==> config.mk <==
export PLATFORM = sky130hd
export DESIGN_NAME = dual_priority_queue
export DESIGN_NICKNAME = d
export VERILOG_FILES = /design/src/rtl/core/dpq_pkg.sv /design/src/rtl/core/dual_priority_queue.sv
export VERILOG_INCLUDE_DIRS = /design/src /design/src/rtl/core
export SDC_FILE = /design/constraint.sdc
export NUM_CORES = 2
export LEC_CHECK = 0
export BUFFER_PORTS_ARGS = -buffer_cell sky130_fd_sc_hd__buf_2
export CORE_ASPECT_RATIO = 1.1
export CORE_MARGIN = 10
export CORE_UTILIZATION = 62
export CTS_CLUSTER_SIZE = 30
export DETAILED_ROUTE_END_ITERATION = 10
export GPL_TIMING_DRIVEN = 1
export PLACE_DENSITY = 0.79
export SLEW_MARGIN = 20
export SYNTH_ARGS = -nofsm -noshare
export SYNTH_HDL_FRONTEND = slang
export SYNTH_SLANG_ARGS = --single-unit
export TNS_END_PERCENT = 10
==> constraint.sdc <==
create_clock -name clk -period 12.1 [get_ports clk]
set_clock_uncertainty 0.1 [all_clocks]
set_input_delay 2.42 -clock clk [delete_from_list [all_inputs] [get_ports clk]]
set_output_delay 2.42 -clock clk [all_outputs]
set_load 0.02 [all_outputs]
==> src/rtl/core/dual_priority_queue_assert.svh <==
// Assertion macros for the dual-key priority queue.
// Used by dual_priority_queue.sv; needs clk and rst in the including scope.
`ifndef DUAL_PRIORITY_QUEUE_ASSERT_SVH
`define DUAL_PRIORITY_QUEUE_ASSERT_SVH

// Condition holds in the same cycle as the trigger
`define DPQ_ASSERT_SAME(lbl, trig, cond) \
  lbl: assert property (@(posedge clk) disable iff (rst) (trig) |-> (cond)) \
    else $error("dpq check failed");

// Condition holds in the cycle after the trigger
`define DPQ_ASSERT_NEXT(lbl, trig, cond) \
  lbl: assert property (@(posedge clk) disable iff (rst) (trig) |=> (cond)) \
    else $error("dpq check failed");

`endif

==> src/rtl/core/dpq_pkg.sv <==
// Shared types and constants of the dual-key priority queue.
// No dependencies; imported by dual_priority_queue.
package dpq_pkg;

  localparam int DEPTH_DEF = 16;
  localparam int ACT_W     = 3;
  localparam int TAG_W     = 16;
  localparam int PRIO_W    = 32;
  localparam int ORD_W     = 32;
  localparam int STAT_W    = 2;
  localparam int CNT_W     = 5;
  localparam int IN_W      = 88;
  localparam int OUT_W     = 24;

  // Action codes
  localparam logic [ACT_W-1:0] ACT_ENQ     = 3'd0;
  localparam logic [ACT_W-1:0] ACT_DEQ_A   = 3'd1;
  localparam logic [ACT_W-1:0] ACT_DEQ_B   = 3'd2;
  localparam logic [ACT_W-1:0] ACT_DEQ_OLD = 3'd3;
  localparam logic [ACT_W-1:0] ACT_CLEAR   = 3'd4;

  // Status codes
  localparam logic [STAT_W-1:0] ST_OK    = 2'd0;
  localparam logic [STAT_W-1:0] ST_EMPTY = 2'd1;
  localparam logic [STAT_W-1:0] ST_FULL  = 2'd2;
  localparam logic [STAT_W-1:0] ST_DUP   = 2'd3;

  // One stored entry
  typedef struct packed {
    logic [ORD_W-1:0]  order;
    logic [PRIO_W-1:0] prio_b;
    logic [PRIO_W-1:0] prio_a;
    logic [TAG_W-1:0]  tag;
  } slot_t;

endpackage

==> src/rtl/core/dual_priority_queue.sv <==
// Dual-key priority queue: top level with slot memory and scan sequencer.
// Enqueue and dequeue scan the slot memory one slot per cycle through a single
// compare unit; the next beat is accepted once the result has been loaded into
// the output register. Clear and unused actions skip the scan.
// Reset (rst, synchronous) empties the queue, zeroes the order stamp, drops
// any pending result; slot payload memory is not cleared.
module dual_priority_queue
  import dpq_pkg::*;
#(
  parameter int DEPTH = DEPTH_DEF
) (
  input  logic             clk,
  input  logic             rst,
  input  logic             s_tvalid,
  output logic             s_tready,
  // [2:0] action, [18:3] item_tag, [50:19] priority_a, [82:51] priority_b
  input  logic [IN_W-1:0]  s_tdata,
  output logic             m_tvalid,
  input  logic             m_tready,
  // [15:0] out_tag, [17:16] status, [22:18] entry_count
  output logic [OUT_W-1:0] m_tdata
);

  localparam int IW = $clog2(DEPTH);
  localparam int CW = $clog2(DEPTH + 1);

  typedef enum logic [2:0] {S_IDLE, S_SCAN, S_DRAIN, S_COMMIT, S_RESULT} state_t;

  state_t             state;
  logic [DEPTH-1:0]   slot_valid;
  slot_t              mem [DEPTH];
  slot_t              rd_data;
  logic               mem_we;
  logic [IW-1:0]      mem_waddr;
  slot_t              mem_wdata;

  logic [ORD_W-1:0]   next_order;
  logic [CW-1:0]      occupancy;

  // Latched input beat
  logic [ACT_W-1:0]   act_r;
  slot_t              in_r;

  // Scan control
  logic [IW-1:0]      cnt;
  logic               cmp_vld;
  logic [IW-1:0]      cmp_idx;

  // Scan results
  logic               dup;
  logic               free_found;
  logic [IW-1:0]      free_idx;
  logic               found;
  logic [IW-1:0]      best_idx;
  logic [TAG_W-1:0]   best_tag;
  logic [PRIO_W-1:0]  best_key;
  logic [ORD_W-1:0]   best_age;

  // Result held for the output stage
  logic [TAG_W-1:0]   res_tag;
  logic [STAT_W-1:0]  res_status;

  // Compare unit
  logic [PRIO_W-1:0]  key_i;
  logic [ORD_W-1:0]   age_i;
  logic               key_gt;
  logic               key_eq;
  logic               better;
  logic               s_beat;
  slot_t              in_slot;

  // Accept only when idle and out of reset
  assign s_tready = (state == S_IDLE) && !rst;
  assign s_beat   = s_tvalid && s_tready;

  assign in_slot.tag    = s_tdata[18:3];
  assign in_slot.prio_a = s_tdata[50:19];
  assign in_slot.prio_b = s_tdata[82:51];
  assign in_slot.order  = '0;

  assign key_i  = (act_r == ACT_DEQ_A) ? rd_data.prio_a : rd_data.prio_b;
  assign age_i  = next_order - rd_data.order;
  assign key_gt = $signed(key_i) > $signed(best_key);
  assign key_eq = (key_i == best_key);
  assign better = !found ||
                  ((act_r == ACT_DEQ_OLD) ? (age_i > best_age)
                                          : (key_gt || (key_eq && (age_i > best_age))));

  // Write a new entry at commit of a successful enqueue
  always_comb begin
    mem_we          = (state == S_COMMIT) && (act_r == ACT_ENQ) && !dup && free_found;
    mem_waddr       = free_idx;
    mem_wdata       = in_r;
    mem_wdata.order = next_order;
  end

  // Slot memory: one write port, one registered read port
  always_ff @(posedge clk) begin
    if (mem_we) begin
      mem[mem_waddr] <= mem_wdata;
    end
    rd_data <= mem[cnt];
  end

  // Sequencer, scan bookkeeping and output register
  always_ff @(posedge clk) begin
    if (rst) begin
      state      <= S_IDLE;
      slot_valid <= '0;
      next_order <= '0;
      occupancy  <= '0;
      cnt        <= '0;
      cmp_vld    <= 1'b0;
      m_tvalid   <= 1'b0;
    end else begin
      // Compare the slot read in this cycle on the next one
      cmp_vld <= (state == S_SCAN);
      cmp_idx <= cnt;

      // Drop the result once taken, unless a new one loads in its place
      if (m_tvalid && m_tready && (state != S_RESULT)) begin
        m_tvalid <= 1'b0;
      end

      // Evaluate the entry read in the previous cycle
      if (cmp_vld) begin
        if (slot_valid[cmp_idx]) begin
          if (act_r == ACT_ENQ) begin
            if (rd_data.tag == in_r.tag) begin
              dup <= 1'b1;
            end
          end else if (better) begin
            found    <= 1'b1;
            best_idx <= cmp_idx;
            best_tag <= rd_data.tag;
            best_key <= key_i;
            best_age <= age_i;
          end
        end else if (!free_found) begin
          free_found <= 1'b1;
          free_idx   <= cmp_idx;
        end
      end

      unique case (state)
        S_IDLE: begin
          if (s_beat) begin
            act_r      <= s_tdata[2:0];
            in_r       <= in_slot;
            cnt        <= '0;
            dup        <= 1'b0;
            free_found <= 1'b0;
            found      <= 1'b0;
            res_tag    <= '0;
            res_status <= ST_OK;
            if (s_tdata[2:0] == ACT_ENQ || s_tdata[2:0] == ACT_DEQ_A ||
                s_tdata[2:0] == ACT_DEQ_B || s_tdata[2:0] == ACT_DEQ_OLD) begin
              state <= S_SCAN;
            end else begin
              if (s_tdata[2:0] == ACT_CLEAR) begin
                slot_valid <= '0;
                occupancy  <= '0;
              end
              state <= S_RESULT;
            end
          end
        end
        S_SCAN: begin
          // Advance one slot per cycle through the memory
          if (cnt == IW'(DEPTH - 1)) begin
            state <= S_DRAIN;
          end else begin
            cnt <= cnt + 1'b1;
          end
        end
        S_DRAIN: begin
          state <= S_COMMIT;
        end
        S_COMMIT: begin
          if (act_r == ACT_ENQ) begin
            if (dup) begin
              res_status <= ST_DUP;
            end else if (!free_found) begin
              res_status <= ST_FULL;
            end else begin
              slot_valid[free_idx] <= 1'b1;
              next_order           <= next_order + 1'b1;
              occupancy            <= occupancy + 1'b1;
            end
          end else if (!found) begin
            res_status <= ST_EMPTY;
          end else begin
            res_tag              <= best_tag;
            slot_valid[best_idx] <= 1'b0;
            occupancy            <= occupancy - 1'b1;
          end
          state <= S_RESULT;
        end
        S_RESULT: begin
          // Hold until the output register is free
          if (!m_tvalid || m_tready) begin
            m_tvalid <= 1'b1;
            m_tdata  <= {1'b0, CNT_W'(occupancy), res_status, res_tag};
            state    <= S_IDLE;
          end
        end
        default: state <= S_IDLE;
      endcase
    end
  end

`include "dual_priority_queue_assert.svh"

  `DPQ_ASSERT_NEXT(a_busy_after_beat, s_beat, !s_tready)
  `DPQ_ASSERT_SAME(a_occ_bound, 1'b1, occupancy <= CW'(DEPTH))
  `DPQ_ASSERT_SAME(a_occ_matches_valid, 1'b1, $countones(slot_valid) == occupancy)
  `DPQ_ASSERT_NEXT(a_deq_shrinks,
    state == S_COMMIT && act_r != ACT_ENQ && found,
    occupancy == $past(occupancy) - 1'b1)
  `DPQ_ASSERT_NEXT(a_dup_keeps,
    state == S_COMMIT && act_r == ACT_ENQ && dup,
    occupancy == $past(occupancy) && next_order == $past(next_order))

endmodule

==> reports/metrics.yaml <==
cts:
  path_clk_slew_ps: 60
  post_cts_buffers: 0
  ctsHoldBuffers: 0
  cts_root_buf: "clkbuf_16"
  clkLatencyLatePin_ps: 840
  clock_sinks: 2185
  postCtsResizedCells: 0
  cts_buffer_depth: 3
  h-tree-depth: 4
  cts_buffers: 196
  cts_tree: "yes"
setup_path:
  worstSetupPathType: "reg -> reg"
  path_delay_family: "compound AO/OA/AOI/OAI gates"
  critPathArrivalTime_ps: 7080
  crit_buf_inv: 2
  timing.critical_path.mode_cell: "o21ai_1"
  cp-end-kind: "flip-flop"
  crit_chain: "ha_1 > nor2b_1 > o31a_1 > o21ai_1 > o21ai_1 > a311o_1 > a21oi_1 > o21ai_1 > a311oi_1 > xnor2_1 > ha_1 > nand4_1 > o21ai_0 > o21ai_0 > nor4_1 > a22oi_1 > o21ai_4 > buf_4 > buf_4"
  critPathSlowestCell: "buf_4"
  cp.required_ps: 12440
  crit_fanout: 60
  slowest_delay_ps: 780
  startpoint_type: "flip-flop"
drt:
  wl_per_cell_um: 31.2
  vias_per_cell: 6.57
  drcViolationCount: 0
  ant_nets: 0
  dr.pass1.iters: 6
  drtIter0Drc: 4769
  wl_met3_um: 15400
  routed_wl_um: 184000
  vias: 38696
  highest_layer: "met5"
  wl_met1_um: 68200
  wl_met2_um: 93400
yosys:
  synth_top_area_cell: "edfxtp_1"
  synth_area_leaders: "edfxtp_1 (73%), mux4_2 (15%), dfxtp_1 (4.2%)"
  postSynth.asyncResetShare: 0
  ys_warn_count: 0
  synth_edf_count: 2011
  yosysTopAreaCellShare: 0.729
  synth_nets: 3928
  synthFlopType: "edfxtp_1"
  yosysUniqueCellTypes: 65
  synth.avg_cell_area_um2: 22.2
  synth.cell_area_um2: 82800
  ys_ff_latch: 2185
  syn-instance-count: 3734
  ys_seq_area_frac: 0.772
timing:
  finalSetupTns_ps: 0
  grt_setup_unrepaired: "false"
  slew_violations: 0
  final.min_clock_period_ps: 6740
  max_freq_ghz: 0.148
  worstMarginPinSlew_ps: 1100
  final-setup-viol-count: 0
  finalCritPeriodShare: 0.557
  max-slew-margin-rel: 0.265
  hold_violations: 0
grt:
  grt_max_degree: 150
  grt-ovfl-total: 0
  antenna_found_initial: 3
  grt_pass1_wl_um: 272000
  grtUsageTotal: 0.249
  grt_pass1_vias: 40210
pwr:
  totalPowerFinal_mw: 15.2
  peakVddDrop_mv: 0.169
  p_per_area_nw_per_um2: 165
  total_leakage_power_nw: 29.2
layout:
  fin_nets: 4133
  design_area_um2: 92200
  fillerInstances: 7538
  layout.cells.non_filler: 5888
  drive_above_1_share: 0.266
  final_core_util: 0.696
  n_antenna_cell: 0
  area_growth_pct: 11.4
floorplan:
  initial_utilization: 0.624
  die_area_um2: 149000
  rows: 140
  die_y_um: 403
  num_io_pins: 118
  die_w_um: 368
  coreArea_um2: 133000
worst_hold_path:
  hold_class: "reg -> reg"
job:
  drv_cap: 0
placed_design:
  placed_area_um2: 85700
  place.gp.congestion: 0.784
  place_inst: 5516
  portBuffers: 111
  dp_hpwl_um: 82900
status:
  status: "complete, no violations"
[final timing paths]
| check | slack, ps | end | depth (start not counted) | from |
|---|---|---|---|---|
| worst max-delay path | 5360 | best_key[14] | 19 | next_order[2] |
| worst min-delay path | 320 | m_tdata[2] | 0 | res_tag[2] |
| worst max register to register | 5360 | best_key[14] | 19 | next_order[2] |
| worst min register to register | 320 | m_tdata[2] | 0 | res_tag[2] |
[report_power, final]
part           leakage, nW  total, mW  switching, mW  internal [mW]
combinational         6.36      0.559          0.267          0.292
clock                 3.18       6.26           2.74           3.52
sequential            19.7       8.38          0.105           8.28
[worst register-to-register path, cell delays in order, from the launching register on]
cell      delay [ps]
dfxtp_1          760
ha_1             410
nor2b_1          170
o31a_1           250
o21ai_1          180
o21ai_1          180
a311o_1          440
a21oi_1          460
o21ai_1          170
a311oi_1         330
xnor2_1          140
ha_1             310
nand4_1          140
o21ai_0          300
o21ai_0          240
nor4_1           270
a22oi_1          180
o21ai_4           90
buf_4            410
buf_4            780
[logic make-up (layout without fill, tap and decap cells)]
group | Yosys count | count (layout) | synth area share
xor+xnor | 73 | 73 | 0.00772
simple gates | 295 | 295 | 0.0185
other cells | 1 | 1 | 0.0000453
fa+ha+maj | 102 | 102 | 0.0156
buf+inv | 259 | 638 | 0.0120
compound gates | 220 | 220 | 0.0164
flops | 2185 | 2185 | 0.772
mux | 599 | 599 | 0.158
[synth_stat cells (15+ instances only)]
master	n
nand4_1	23
inv_1	109
and2_1	18
dfxtp_1	174
buf_1	43
nand2_1	47
nor2_1	85
nor3_1	15
xnor2_1	35
a21o_1	37
mux2_2	31
ha_1	100
nand3_1	25
a21oi_1	79
nand2b_1	16
xor2_1	38
mux4_2	565
nor2b_1	18
o21ai_0	43
clkbuf_1	101
edfxtp_1	2011
[layout by cell type, fill, tap and decap left out, types with 14 or more instances in the layout]
cell / count
a211oi_1: 14
a21o_1: 37
a21oi_1: 78
and2_1: 18
buf_12: 18
buf_2: 111
buf_4: 27
bufinv_16: 16
clkbuf_1: 52
clkbuf_16: 198
clkbuf_8: 21
clkinv_1: 22
clkinv_2: 34
dfxtp_1: 170
edfxtp_1: 2011
ha_1: 100
inv_1: 109
mux2_2: 31
mux4_2: 565
nand2_1: 47
nand2b_1: 16
nand3_1: 25
nand4_1: 23
nor2_1: 72
nor2_4: 15
nor2b_1: 18
o21ai_0: 43
xnor2_1: 35
xor2_1: 38
[per-layer routing]
layer  global-route usage  vias to the layer above
met5                    0                        -
met4               0.0912                        2
met3               0.0378                      382
met2                0.414                     2095
met1                0.340                    20331
li1                     -                    15886
[registers in the layout (all words and copies together) (netlist names), 5 cells and up]
signal	flops
best_key	32
m_tdata	23
next_order	32
occupancy	5
best_age	32
mem	1792
in_r	80
res_tag	16
best_tag	16
rd_data	112
slot_valid	16
[per-stage QoR]
step / worst slack [ps] / hold WS [ps]
finish: 5360 / 319
global route: 4880 / 324
CTS: 5400 / 321
detailed placement: 5450 / 306
global placement: 5630 / 303
floorplan: 1970 / 300
[layout make-up]
type	instances	area, um^2	share of cell area
clock buffer	271	5440	0.0590
clock inverter	101	1090	0.0118
inverter	110	415	0.00450
multi-input combinational	1290	18100	0.196
sequential	2185	63900	0.693
tap	1775	2220	0.0241
timing repair buffer	156	1120	0.0121
(Power assumes the default switching activity.)
